$ cat config.mk
export PLATFORM = sky130hd
export DESIGN_NAME = mprb_ctrl
export DESIGN_NICKNAME = d
export VERILOG_FILES = /design/src/mprb_pkg.sv /design/src/mprb_ctrl.sv
export VERILOG_INCLUDE_DIRS = /design/src /design/src/src
export SDC_FILE = /design/constraint.sdc
export NUM_CORES = 1
export LEC_CHECK = 0
export ABC_AREA = 1
export BUFFER_PORTS_ARGS = -buffer_cell sky130_fd_sc_hd__buf_2
export CELL_PAD_IN_SITES_DETAIL_PLACEMENT = 1
export CELL_PAD_IN_SITES_GLOBAL_PLACEMENT = 1
export CORE_ASPECT_RATIO = 0.75
export CORE_MARGIN = 8
export CORE_UTILIZATION = 37
export CTS_CLUSTER_DIAMETER = 30
export CTS_CLUSTER_SIZE = 8
export DETAILED_ROUTE_END_ITERATION = 7
export GPL_TIMING_DRIVEN = 0
export MAX_ROUTING_LAYER = met4
export PLACE_DENSITY_LB_ADDON = 0.12
export SETUP_SLACK_MARGIN = 0.05
export SYNTH_ARGS = -nofsm -noshare
export SYNTH_HDL_FRONTEND = slang
export SYNTH_SLANG_ARGS = --single-unit
$ cat constraint.sdc
create_clock -name clk -period 2.1 [get_ports clk]
set_input_delay 0.42 -clock clk [delete_from_list [all_inputs] [get_ports clk]]
set_output_delay 0.42 -clock clk [all_outputs]
set_load 0.1 [all_outputs]
$ cat src/modal_plate_resonator_bank_unit_macros.svh
// ----------------------------------------------------------------------------
// Modal plate resonator bank: assertion macros
// Short forms for the concurrent checks. Each expects clk and arst_n in scope.
// ----------------------------------------------------------------------------
`ifndef MODAL_PLATE_RESONATOR_BANK_UNIT_MACROS_SVH
`define MODAL_PLATE_RESONATOR_BANK_UNIT_MACROS_SVH

// Same-cycle implication, disabled while reset is asserted
`define MPRB_ASSERT_IMPL(name, ante, cons, msg) \
	name: assert property (@(posedge clk) disable iff (!arst_n) (ante) |-> (cons)) \
		else $error(msg);

// Next-cycle implication, disabled while reset is asserted
`define MPRB_ASSERT_NEXT(name, ante, cons, msg) \
	name: assert property (@(posedge clk) disable iff (!arst_n) (ante) |=> (cons)) \
		else $error(msg);

`endif

$ cat src/mprb_pkg.sv
// ----------------------------------------------------------------------------
// Modal plate resonator bank: shared package
// Item types, request codes, fixed-point constants and control structs.
// ----------------------------------------------------------------------------
`default_nettype none

package mprb_pkg;

	// Request codes
	localparam logic REQ_LOAD = 1'b0;
	localparam logic REQ_TICK = 1'b1;

	// Q2.30 fraction bits, sample width and accumulator width
	localparam int FRAC_BITS = 30;
	localparam int SAMPLE_W  = 24;
	localparam int ACC_W     = 48;

	// Input item
	typedef struct packed {
		logic               req_type;
		logic [7:0]         mode_index;
		logic signed [31:0] coef_self;
		logic signed [31:0] coef_prev;
		logic signed [31:0] drive_gain;
		logic signed [31:0] pickup_gain;
		logic               mute;
		logic signed [23:0] strike_level;
		logic               strike_first_only;
	} in_item_t;

	// Result item
	typedef struct packed {
		logic signed [23:0] sample;
	} out_item_t;

	// Controller to datapath commands
	typedef struct packed {
		logic clr_wr;      // zero one displacement entry
		logic load_wr;     // store one mode's coefficients
		logic tick_start;  // latch strike, clear accumulator
		logic issue;       // read one mode into the pipeline
		logic out_load;    // load the output register
		logic out_zero;    // muted tick: output zero
	} cmd_t;

	// Datapath to controller status
	typedef struct packed {
		logic pipe_busy;
		logic out_free;
	} sts_t;

endpackage

`default_nettype wire

$ cat src/mprb_ctrl.sv
// ----------------------------------------------------------------------------
// Modal plate resonator bank: controller
// Sequences the clearing pass, loads, per-mode issue, drain and output.
// ----------------------------------------------------------------------------
`default_nettype none
`include "modal_plate_resonator_bank_unit_macros.svh"

module mprb_ctrl
	import mprb_pkg::*;
#(
	parameter int MODES  = 256,
	parameter int MODE_W = 8
) (
	input  wire logic              clk,
	input  wire logic              arst_n,
	input  wire logic              in_valid,
	input  wire logic              in_req_type,
	input  wire logic              in_mute,
	output logic                   in_ready,
	output cmd_t                   cmd,
	output logic [MODE_W-1:0]      addr,
	input  wire sts_t              sts
);

	localparam logic [2:0] ST_CLEAR = 3'd0;
	localparam logic [2:0] ST_IDLE  = 3'd1;
	localparam logic [2:0] ST_RUN   = 3'd2;
	localparam logic [2:0] ST_DRAIN = 3'd3;
	localparam logic [2:0] ST_DONE  = 3'd4;

	localparam logic [MODE_W-1:0] LAST_MODE = MODE_W'(MODES - 1);

	logic [2:0]        st_q;
	logic [MODE_W-1:0] cnt_q;
	logic              mute_q;
	logic              accept;
	logic              last;

	assign in_ready = (st_q == ST_IDLE);
	assign accept   = in_valid && in_ready;
	assign last     = (cnt_q == LAST_MODE);
	assign addr     = cnt_q;

	// Decode commands
	always_comb begin
		cmd            = '0;
		cmd.clr_wr     = (st_q == ST_CLEAR);
		cmd.load_wr    = accept && (in_req_type == REQ_LOAD);
		cmd.tick_start = accept && (in_req_type == REQ_TICK) && !in_mute;
		cmd.issue      = (st_q == ST_RUN);
		cmd.out_load   = (st_q == ST_DONE) && sts.out_free;
		cmd.out_zero   = mute_q;
	end

	// Advance the state machine
	always_ff @(posedge clk or negedge arst_n) begin
		if (!arst_n) begin
			st_q   <= ST_CLEAR;
			cnt_q  <= '0;
			mute_q <= 1'b0;
		end else begin
			unique case (st_q)
				ST_CLEAR: begin
					cnt_q <= last ? '0 : cnt_q + 1'b1;
					if (last) st_q <= ST_IDLE;
				end
				ST_IDLE: begin
					if (accept && (in_req_type == REQ_TICK)) begin
						mute_q <= in_mute;
						cnt_q  <= '0;
						st_q   <= in_mute ? ST_DONE : ST_RUN;
					end
				end
				ST_RUN: begin
					cnt_q <= last ? '0 : cnt_q + 1'b1;
					if (last) st_q <= ST_DRAIN;
				end
				ST_DRAIN: begin
					if (!sts.pipe_busy) st_q <= ST_DONE;
				end
				ST_DONE: begin
					if (sts.out_free) st_q <= ST_IDLE;
				end
				default: st_q <= ST_IDLE;
			endcase
		end
	end

	`MPRB_ASSERT_IMPL(a_out_free, cmd.out_load, sts.out_free, "output loaded while occupied")
	`MPRB_ASSERT_NEXT(a_run_start, cmd.tick_start, cmd.issue && (addr == '0), "tick did not start at mode zero")
	`MPRB_ASSERT_IMPL(a_done_drained, st_q == ST_DONE, !sts.pipe_busy, "result taken before pipeline drained")

endmodule

`default_nettype wire

* After elaboration in Yosys (flattened, before gate mapping)
Index checks and enable logic that the tools add are counted.
** Storage, ports and cells
- Bits in latches :: 0
- Word-level logic and storage cells :: 37
- Memories kept :: 0
- Bits in read-only memories :: 0
- Output and inout bits :: 15
- Flip-flop bits (word level) :: 12
- Memory bits (writable) :: 0
- Bits of input ports :: 7
** Operators by class
- Shift operators :: 0
- Order comparisons :: 0
- Reductions and logical operators :: 12
- Bitwise operators :: 1
- Eq/ne operators :: 10
- Add/sub/neg operators :: 1
- Multiply operators :: 0
- Div/mod/pow operators :: 0
- Muxes and demuxes :: 10
** Operators by type and width (count)
- $mux W3 :: 6
- $mux W8 :: 2
- $pmux W8 S2 :: 1
- $pmux W3 S5 :: 1
- $add A8 B1 Y8 const B :: 1
- $eq A8 B8 Y1 const B :: 1
- $eq A3 B2 Y1 const B :: 2
- $ne A2 B1 Y1 const B :: 3
- $logic_and A1 B1 Y1 :: 5
- $reduce_and A5 Y1 :: 1
- $ne A2 B2 Y1 const B :: 2
- $reduce_and A2 Y1 :: 2
- $eq A3 B1 Y1 const B :: 1
- $eq A3 B3 Y1 const B :: 1
- $logic_not A3 Y1 :: 1
- $reduce_bool A2 Y1 :: 1
- $reduce_or A2 Y1 :: 1
- $logic_not A1 Y1 :: 1
- $not A1 Y1 :: 1

* Depth between registers and ports, before layout
Gate-level depths: netlist of run 1.
- Depth in word-level cells :: 5
- Mapped depth :: 8
- Mapped depth without buffers :: 8

* Least setup slack after synthesis of run 1
No wires, ideal clock.
- Path kind :: register to output
- From :: register st_q[1]
- To :: output cmd[1] (netlist bit)
- Arrival :: 3.389 ns
- Required time :: 1.680 ns
- Path slack :: -1.709 ns
- Stages on the path, launching flop included :: 2
- Buffers on the path :: 0
- Cell sequence :: dfrtp_1 > nor4_1
** RTL lines
- from (decl) :: line mprb_ctrl.sv:33 : logic [2:0] st_q;
- from (signal assigned) :: line mprb_ctrl.sv:71 : st_q <= in_mute ? ST_DONE : ST_RUN;
- to (decl) :: line mprb_ctrl.sv:20 : output cmd_t cmd,

==> results of run 1 <==
cell families after synthesis:
family | count (synthesis) | share of synthesized area, %
compound gates | 11 | 7.39
simple gates | 63 | 39.2
flops | 12 | 38.6
buf+inv | 21 | 10.9
xor+xnor | 2 | 2.25
fa+ha+maj | 1 | 1.61
flip-flops by register name, summed over array words and instances (netlist names):
register  flops
addr          8
st_q          3
mute_q        1
layout by cell type, fill, tap and decap left out:
| cell type | count |
|---|---|
| dfrtp_2 | 2 |
| buf_12 | 1 |
| clkbuf_8 | 1 |
| nand3_4 | 1 |
| inv_1 | 15 |
| nor2_2 | 1 |
| a21oi_1 | 3 |
| nand3_1 | 11 |
| nand2_1 | 29 |
| nor4_4 | 1 |
| o22ai_1 | 2 |
| nand2_2 | 2 |
| o21ai_0 | 6 |
| nor2_1 | 10 |
| buf_4 | 2 |
| buf_2 | 19 |
| dfrtp_1 | 10 |
| nand4_1 | 3 |
| inv_4 | 1 |
| xor2_1 | 2 |
| buf_6 | 1 |
| nand2_4 | 2 |
| nor3_4 | 1 |
| clkbuf_4 | 3 |
| inv_2 | 4 |
| nor2_4 | 2 |
| ha_1 | 1 |
stage by stage:
step,instances,area (um^2),hold slack [ps]
finish,160,1010,11.3
global route,160,1010,15.4
CTS,159,988,13.3
detailed placement,155,947,319
global placement,155,947,313
floorplan,110,812,124
area by class of cell:
| type | instances | share of cell area [%] |
|---|---|---|
| multi-input combinational | 77 | 42.0 |
| sequential | 12 | 29.8 |
| timing repair buffer | 22 | 13.2 |
| inverter | 20 | 7.64 |
| clock buffer | 4 | 3.58 |
| tap | 24 | 2.96 |
| buffer | 1 | 0.740 |
worst max-delay path by stage:
stage                         to                 from  depth (start not counted)  slack [ps]
after floorplan           cmd[2]  st_q[0]$_DFFE_PN0P_                          3        -210
after global placement    cmd[3]  st_q[0]$_DFFE_PN0P_                          5         210
after detailed placement  cmd[3]  st_q[2]$_DFFE_PN0P_                          6         190
after CTS                 cmd[3]  st_q[2]$_DFFE_PN0P_                          6          10
after global routing      cmd[3]  st_q[2]$_DFFE_PN0P_                          6          50
final                     cmd[1]  st_q[2]$_DFFE_PN0P_                          4         140
metal layers:
| layer | vias up | part of all wire, % | wire [um] | GRT usage, % |
|---|---|---|---|---|
| li1 | 398 | - | - | - |
| met1 | 380 | 49 | 1140 | 18.6 |
| met2 | 19 | 44 | 1010 | 19.3 |
| met3 | 2 | 6.5 | 149 | 4.83 |
| met4 | 0 | 0.35 | 8 | 0.857 |
| met5 | - | 0 | 0 | - |
worst max-delay path: stages (launching register included):
cell and delay [ps]:
dfrtp_1 390, inv_2 80, buf_4 140, nor4_4 190, buf_2 460
repair_timing:
item                       CTS  global route
cloned                       0             0
setup endpoints to repair    2             2
pin swaps                    0             0
gates resized for setup      2             6
setup buffers                0             1
==> results.md, run 1 <==
* Status: finished, final reports clean
* Via count at approximately 800
* Final net count at between 100 and 150
* Mapped Avg Cell Area at between 7 and 8 um^2
* Hold Violations, Final at 0
* Fillers at approximately 270
* Worst setup SP type: register
* Max-slew headroom at about two thirds
* Initial Utilization at between 30% and 40%
* Num ports at 22
* Synth top area cells: dfrtp_1, nand2_1, inv_1
* Slew Limit Fails at 0
* Most frequent cell after synthesis: nand2_1
* Clk root buf: clkbuf_4
* Post-layout util at between 50% and 60%
* Final Setup Violations at 0
* Endpoint type of the worst setup path: output port
* Fmax at 0.511 GHz
* FF+latch count, synth at 12
* CTS tree: yes
* Vias/cell at between 4 and 5
* Synth warnings at 0
* H-tree levels at 1
* Die width at a little under 70 um
* Hold Buf Count CTS at 0
* Setup TNS at 0 ps
* RSZ-0062 raised after global routing: false
* DP Wirelength at 1860 um
* Ys async rst share at 100%
* Fin crit share at around 93%
* Total gr overflow at 0
* Cells after Synth at 110
* Post-synth cell types at 21
* Pre-antenna DRT Iters at 4
* Ant diodes at 0
* Worst slew pin tran at 494 ps
* Core ar. at 2000 um^2
* Commonest cells in the netlist: nand2_1, inv_1, dfrtp_1, nand3_1, nor2_1
* Dominant synthesized flop cell: dfrtp_1
* Num CTS Buffers at 3
* Worst slack, placed at roughly 190 ps
* R2R cell count at 8
* Largest area contributor in the netlist: dfrtp_1
* Top cell type's share of synthesized area at 38.6%
* Final ANT Viol Nets at 0
* Die height at 55.7 um
* Pin count of the biggest net entering global routing at 13
* Clk buf depth at 2
* Clk_lat worst skew at between 200 and 300 ps
* Area Growth Syn to Fin at 30.4%
* Worst Setup Slack, final at 141 ps
* Mapped Nets at between 100 and 150
* Vias in the first global route at 841
* Wire per inst at approximately 14 um
* Critical path class: register to output port
* Share of layout cells above drive strength 1 at about a third
* Layout Skew at between 8 and 9 ps
* Max-Cap Viols at 0
* Critical Path RT at roughly 1700 ps
* Register area share after synthesis at roughly two fifths
* R2R Path Start: addr[1]$_DFFE_PN0P_
* DRC Markers at 0
* Mapped cell area at a little under 800 um^2
* Crit-path max FO at 4
* Reg2reg end: st_q[0]$_DFFE_PN0P_
* Storage cell area at 303 um^2
* Drt total wl at around 2300 um
* IO Port Bufs at 21
* Initial antenna violation count at 0
* Clock transition at path regs at around 80 ps
* Flop2flop setup slack at slightly below 700 ps
* First DRT Iteration DRCs at 33
* First-pass GRT wire length at around 4000 um
* Final min period at between 1500 and 2000 ps
* Post-synth EDFFs at 0
* Multi-input logic area at 427 um^2
* GPL Wtd Cong at just under 0.8
* Total track usage at between 10% and 20%
* Arr. time, crit path at between 1500 and 2000 ps
* Clock Sink Count at 12
* Die footprint at 3840 um^2
* Worst hold-check path type: input pin to asynchronous set/reset pin
* Site Rows at 14
Power of run 1 is not shown: default switching activity piles up to over one toggle a cycle in this logic, so the estimate is an artifact.
==> run 2: changes to the inputs <==
ABC_AREA = unset   (was 1)
CORE_UTILIZATION = 39   (was 37)
==> run 2 against run 1 <==
  * Global-route usage down 0.77 points
  * Wire length down 17%
  * Synthesized cell count down 33%
  * Sequential share of layout area up 2.0 points
  * Worst hold slack worse by 3.5 ps
  * First-iteration DRC count down 73%
  * Final area down 5.2%
==> results.md, run 2 <==
* DRC Markers at 0 (unchanged)
* Clk root buf: clkbuf_4 (unchanged)
* Register area share after synthesis at 41.6% (was 38.6%)
* Mapped Avg Cell Area at 9.76 um^2 (was 7.07 um^2)
* Clock transition at path regs at 80 ps (about the same)
* Clock Sink Count at 12 (unchanged)
* Post-layout util at 55.3% (was 50.8%)
* Non-filler instance count after layout at 123 (was 160)
* First DRT Iteration DRCs at 9 (was 33)
* Site Rows at 13 (was 14)
* Hold Violations, Final at 0 (unchanged)
* Top cell type's share of synthesized area at 41.6% (was 38.6%)
* Clk_lat worst skew at 280 ps (about the same)
* Status: finished, final reports clean (unchanged)
* Simple-gate share of the synthesized area at 29.5% (was 39.2%)
* Crit path max-delay family: buffers and inverters (unchanged)
* Ys async rst share at 100% (unchanged)
* Worst slew pin tran at 491 ps (was 494 ps)
* Worst slack, placed at 157 ps (was 187 ps)
* Area Growth Syn to Fin at 33.3% (was 30.4%)
* Worst Setup Slack, final at 106 ps (was 141 ps)
* Largest stage delay, worst path at 490 ps (was 460 ps)
* Critical Path RT at 1680 ps (about the same)
* Post-synth cell types at 35 (was 21)
* Die footprint at 3500 um^2 (was 3840 um^2)
* Commonest cells in the netlist: dfrtp_1, nand2_1, nor2_1, o21ai_0 (was nand2_1, inv_1, dfrtp_1, nand3_1, nor2_1)
* Endpoint type of the worst setup path: output port (unchanged)
* Worst hold-check path type: input pin to asynchronous set/reset pin (unchanged)
* Adder-cell share of the synthesized area at 1.73% (was 1.61%)
* DP Wirelength at 1540 um (was 1860 um)
* Initial antenna violation count at 0 (unchanged)
* Arr. time, crit path at 1570 ps (was 1540 ps)
* Post-synthesis mux area share at 1.56% (was 0%)
* Initial Utilization at 41.5% (was 39.0%)
* Most frequent cell after synthesis: dfrtp_1 (was nand2_1)
* Ant diodes at 0 (unchanged)
* Share of layout cells above drive strength 1 at 44.6% (was 32.4%)
* Mapped cell area at 722 um^2 (was 778 um^2)
* Max-Cap Viols at 0 (unchanged)
* Commonest non-fill, non-tap cell in the layout: buf_2 (was nand2_1)
* IO Port Bufs at 21 (unchanged)
* Hold Buf Count CTS at 0 (unchanged)
* CTS tree: yes (unchanged)
* Commonest cells after routing, fill and taps aside: buf_2, nand2_1, dfrtp_1, o21ai_0, dfrtp_2 (was nand2_1, buf_2, inv_1, nand3_1)
* Inst Count DP at 117 (was 155)
* Fin crit share at 95.0% (was 93.3%)
* RSZ-0062 raised after global routing: true (was false)
* Critical path class: register to output port (unchanged)
* FF+latch count, synth at 12 (unchanged)
* H-tree levels at 1 (unchanged)
* Largest register FFs at 8 (unchanged)
* GPL Wtd Cong at 0.743 (was 0.768)
* Total gr overflow at 0 (unchanged)
* Vias/cell at 5.36 (was 4.99)
* CP bufs+invs at 1 (was 3)
* Die height at 53.3 um (was 55.7 um)
* Wire per inst at 15.5 um (was 14.4 um)
* Mapped Nets at 82 (was 118)
* Synth Area in Compound Gates at 17.0% (was 7.40%)
* Cells after Synth at 74 (was 110)
* Slew Limit Fails at 0 (unchanged)
* Crit-path max FO at 7 (was 4)
* Pre-antenna DRT Iters at 3 (was 4)
* First-pass GRT wire length at 3260 um (was 3980 um)
* Synth warnings at 0 (unchanged)
* Dominant synthesized flop cell: dfrtp_1 (unchanged)
* Worst setup SP type: register (unchanged)
* Total track usage at 12.8% (was 13.5%)
* Vias in the first global route at 682 (was 841)
* Post-synth EDFFs at 0 (unchanged)
* Largest area contributor in the netlist: dfrtp_1 (unchanged)
* Final ANT Viol Nets at 0 (unchanged)
* Die width at 65.7 um (was 69.0 um)
* Layout Skew at 4.97 ps (was 8.30 ps)
* Slowest CP cell: buf_2 (unchanged)
* Clk buf depth at 2 (unchanged)
* Final Setup Violations at 0 (unchanged)
* Synth top area cells: dfrtp_1, a2111oi_2, nand2_1 (was dfrtp_1, nand2_1, inv_1)
* Pin count of the biggest net entering global routing at 13 (unchanged)
* Final min period at 1990 ps (was 1960 ps)
* Via count at 659 (was 799)
* Core ar. at 1740 um^2 (was 2000 um^2)
* Num ports at 22 (unchanged)
* Xor/xnor cell area share of the yosys netlist at 4.85% (was 2.25%)
* Drt total wl at 1910 um (was 2300 um)
* Cell Chain, Critical Path: nor3b_4 > buf_2 (was inv_2 > buf_4 > nor4_4 > buf_2)
* Fmax at 0.502 GHz (was 0.511 GHz)
* Max-slew headroom at 67.5% (was 67.3%)
* Final net count at 110 (was 145)
* Largest family of logic cells by synthesized area: simple AND/OR/NAND/NOR gates (unchanged)
* Num CTS Buffers at 3 (unchanged)
[run 2: cell types whose count changed after synthesis, sizes merged, moves of 3 or more]
cell | before | now
xnor2 | 0 | 3
inv | 20 | 3
nand2 | 33 | 8
nand3 | 12 | 4
nand3b | 0 | 3
nor2 | 13 | 6
[run 2: cell type report]
class                           instances  area (um^2)
Fill cell                             205          778
Multi-Input combinational cell         56          425
Sequential cell                        12          307
Timing Repair Buffer                   23          148
Tap cell                               22         27.5
Clock buffer                            4         26.3
Buffer                                  3         17.5
Inverter                                3         11.3
[run 2: path summary, 6_finish.rpt]
kind                       slack, ps                  end  depth (start not counted)                 from
hold reg to reg                  500  addr[6]$_DFFE_PN0P_                          1  addr[6]$_DFFE_PN0P_
hold / removal                     8  addr[1]$_DFFE_PN0P_                          1               arst_n
min in group clk                 410  st_q[1]$_DFFE_PN0P_                          2              in_mute
setup reg to reg                 400  addr[3]$_DFFE_PN0P_                          5  addr[0]$_DFFE_PN0P_
setup / recovery                 110             in_ready                          2  st_q[1]$_DFFE_PN0P_
max in group asynchronous       1850  st_q[1]$_DFFE_PN0P_                          1               arst_n
[run 2: worst reg2reg max path: stages (launching register included)]
cell	delay, ps
dfrtp_2	410
ha_1	200
nand3_1	160
or3_1	460
o31ai_4	280
nor2_1	80
[run 2: cell families after synthesis]
kind of cell    after synthesis
simple gates                 34
mux                           1
xor+xnor                      4
flops                        12
buf+inv                       6
fa+ha+maj                     1
compound gates               16
[run 2: timing repair]
action,in CTS,in global routing
setup buffers,0,2
pin swaps,1,2
endpoints found under the setup margin,5,5
hold endpoints to repair,0,0
resized for setup,7,5
[run 2: routing by layer]
metal | track usage, % | vias up | share of wire [%]
met2 | 21.0 | 14 | 50
met4 | 3.25 | 0 | 0.42
li1 | - | 320 | -
met1 | 14.2 | 323 | 45
met3 | 5.05 | 2 | 4.8
met5 | - | - | 0
[run 2: metrics by stage]
step / TNS, ps / cell area (um^2) / hold WS, ps
2_1_floorplan: -1050 / 752 / 124
3_3_place_gp: 0 / 885 / 324
3_5_place_dp: 0 / 885 / 325
4_1_cts: 0 / 928 / 18.7
5_1_grt: 0 / 962 / 14.0
6_report: 0 / 962 / 7.77
Power of run 2 is left out for the same reason.
==> run 3: changes to the inputs <==
SETUP_SLACK_MARGIN = 0.2   (was 0.05)
clock period = 2.4 ns   (was 2.1 ns; I/O delays follow)
==> run 3 against run 2 <==
  * Largest cell class unchanged
  * Critical path depth rose by 2
  * Global-route usage fell by 0.051 points
  * Die area did not move
  * Final cell count fell by 0.81%
  * First-iteration DRC count rose by 67%
  * Via count fell by 0.91%
  * Worst hold slack improved by 63 ps
  * Register-to-register slack improved by 300 ps
  * Wire length rose by 0.63%
==> results.md, run 3 (synthesis results as in run 2) <==
* Final net count at 109 (was 110)
* Routed wl met2 at 915 um (was 949 um)
* Clk buf depth at 2 (unchanged)
* Clock transition at path regs at 70 ps (was 80 ps)
* Worst hold-check path type: input pin to asynchronous set/reset pin (unchanged)
* Via count at 653 (was 659)
* Clock Sink Count at 12 (unchanged)
* Fmax at between 0.4 and 0.5 GHz
* Critical path class: register to output port (unchanged)
* Initial antenna violation count at 0 (unchanged)
* First-pass GRT wire length at 3220 um (was 3260 um)
* Pre-antenna DRT Iters at 4 (was 3)
* Final min period at about 2100 ps
* Area Growth Syn to Fin at 28.8% (was 33.3%)
* CTS tree: yes (unchanged)
* First DRT Iteration DRCs at 15 (was 9)
* RSZ-0062 raised after global routing: false (was true)
* Largest register FFs at 8 (unchanged)
* Status: finished, final reports clean (unchanged)
* Worst slew pin tran at 490 ps (was 491 ps)
* IO Port Bufs at 21 (unchanged)
* Cell Chain, Critical Path: nor3b_4 > buf_4 > and3b_4 > buf_4 (was nor3b_4 > buf_2)
* DRC Markers at 0 (unchanged)
* Total gr overflow at 0 (unchanged)
* Post-layout util at 53.4% (was 55.3%)
* Top layer in use: met4 (unchanged)
* Die footprint at 3500 um^2 (unchanged)
* Commonest non-fill, non-tap cell in the layout: buf_2 (unchanged)
* Crit-path max FO at 5 (was 7)
* Routed length on met3 at 101 um (was 92 um)
* Clk_lat worst skew at 270 ps (was 280 ps)
* Slowest CP cell: dfrtp_1 (was buf_2)
* DP Wirelength at 1490 um (was 1540 um)
* Commonest cells after routing, fill and taps aside: buf_2, dfrtp_1, nand2_1, o21ai_0, buf_4 (was buf_2, nand2_1, dfrtp_1, o21ai_0, dfrtp_2)
* Arr. time, crit path at 1640 ps (was 1570 ps)
* Total track usage at 12.7% (was 12.8%)
* Vias in the first global route at 650 (was 682)
* Die width at 65.7 um (unchanged)
* GPL Wtd Cong at 0.850 (was 0.743)
* Max-Cap Viols at 0 (unchanged)
* Critical Path RT at 1920 ps (was 1680 ps)
* Crit path max-delay family: simple AND/OR/NAND/NOR gates (was buffers and inverters)
* Layout Skew at 3.92 ps (was 4.97 ps)
* Final Setup Violations at 0 (unchanged)
* H-tree levels at 1 (unchanged)
* Hold Violations, Final at 0 (unchanged)
* CP bufs+invs at 2 (was 1)
* Clk root buf: clkbuf_4 (unchanged)
* Slew Limit Fails at 0 (unchanged)
* Fin crit share at roughly nine tenths
* Site Rows at 13 (unchanged)
* Final ANT Viol Nets at 0 (unchanged)
* Flop2flop setup slack at 700 ps (was 400 ps)
* Initial Utilization at 41.5% (unchanged)
* Die height at 53.3 um (unchanged)
* Num ports at 22 (unchanged)
* Drt total wl at 1920 um (was 1910 um)
* Wire per inst at 15.7 um (was 15.5 um)
* Worst setup SP type: register (unchanged)
* Cell mode on critical path: buf_4
* Met1 Wirelength at 875 um (was 860 um)
* Pin count of the biggest net entering global routing at 13 (unchanged)
* Hold Buf Count CTS at 0 (unchanged)
* Ant diodes at 0 (unchanged)
* Num CTS Buffers at 3 (unchanged)
* Max-slew headroom at 67.5% (about the same)
* Share of layout cells above drive strength 1 at 42.0% (was 44.6%)
* Largest stage delay, worst path at 450 ps (was 490 ps)
* Endpoint type of the worst setup path: output port (unchanged)
* Vias/cell at 5.35 (was 5.36)
* Core ar. at 1740 um^2 (unchanged)
==> run 3: final timing paths <==
path / depth (start not counted) / to / startpoint
max: 4 / cmd[4] / st_q[0]$_DFFE_PN0P_
min: 1 / addr[2]$_DFFE_PN0P_ / arst_n
max reg2reg: 5 / addr[7]$_DFFE_PN0P_ / addr[0]$_DFFE_PN0P_
min reg2reg: 1 / mute_q$_DFFE_PN0P_ / mute_q$_DFFE_PN0P_
min in group clk: 2 / st_q[1]$_DFFE_PN0P_ / in_mute
max in group asynchronous: 1 / st_q[1]$_DFFE_PN0P_ / arst_n
==> run 3: area by class of cell <==
cell class / count / area, um^2
sequential: 12 / 304
clock buffer: 4 / 26.3
inverter: 3 / 11.3
tap: 22 / 27.5
fill: 219 / 811
timing repair buffer: 22 / 123
multi-input combinational: 56 / 420
buffer: 3 / 17.5
==> run 3: through the flow <==
stage | area, um^2 | instances | worst slack (ps) | setup TNS (ps) | hold slack, ps
floorplan | 749 | 74 | -256 | -344 | 184
global placement | 882 | 117 | 360 | 0 | 379
detailed placement | 882 | 117 | 365 | 0 | 381
CTS | 917 | 121 | 180 | 0 | 74.0
global route | 930 | 122 | 206 | 0 | 77.2
finish | 930 | 122 | 280 | 0 | 70.9
==> run 3: worst reg2reg max path, stage by stage, from the launching register on <==
cell and delay [ps]:
dfrtp_2 410, ha_1 200, nand3_1 150, or3_1 460
o31ai_4 270, nor2_1 80
==> run 3: layer usage <==
layer	global-route usage, %	vias to the layer above
met1	14.6	314
met4	5.78	0
met3	4.84	4
met5	-	-
met2	19.4	19
li1	-	316
==> run 3: what timing repair did <==
action	CTS	global route
pin swaps	0	0
gates resized for setup	4	2
cloned	0	0
buffers inserted	0	1
endpoints found under the setup margin	4	3
Power of run 3 is left out for the same reason.
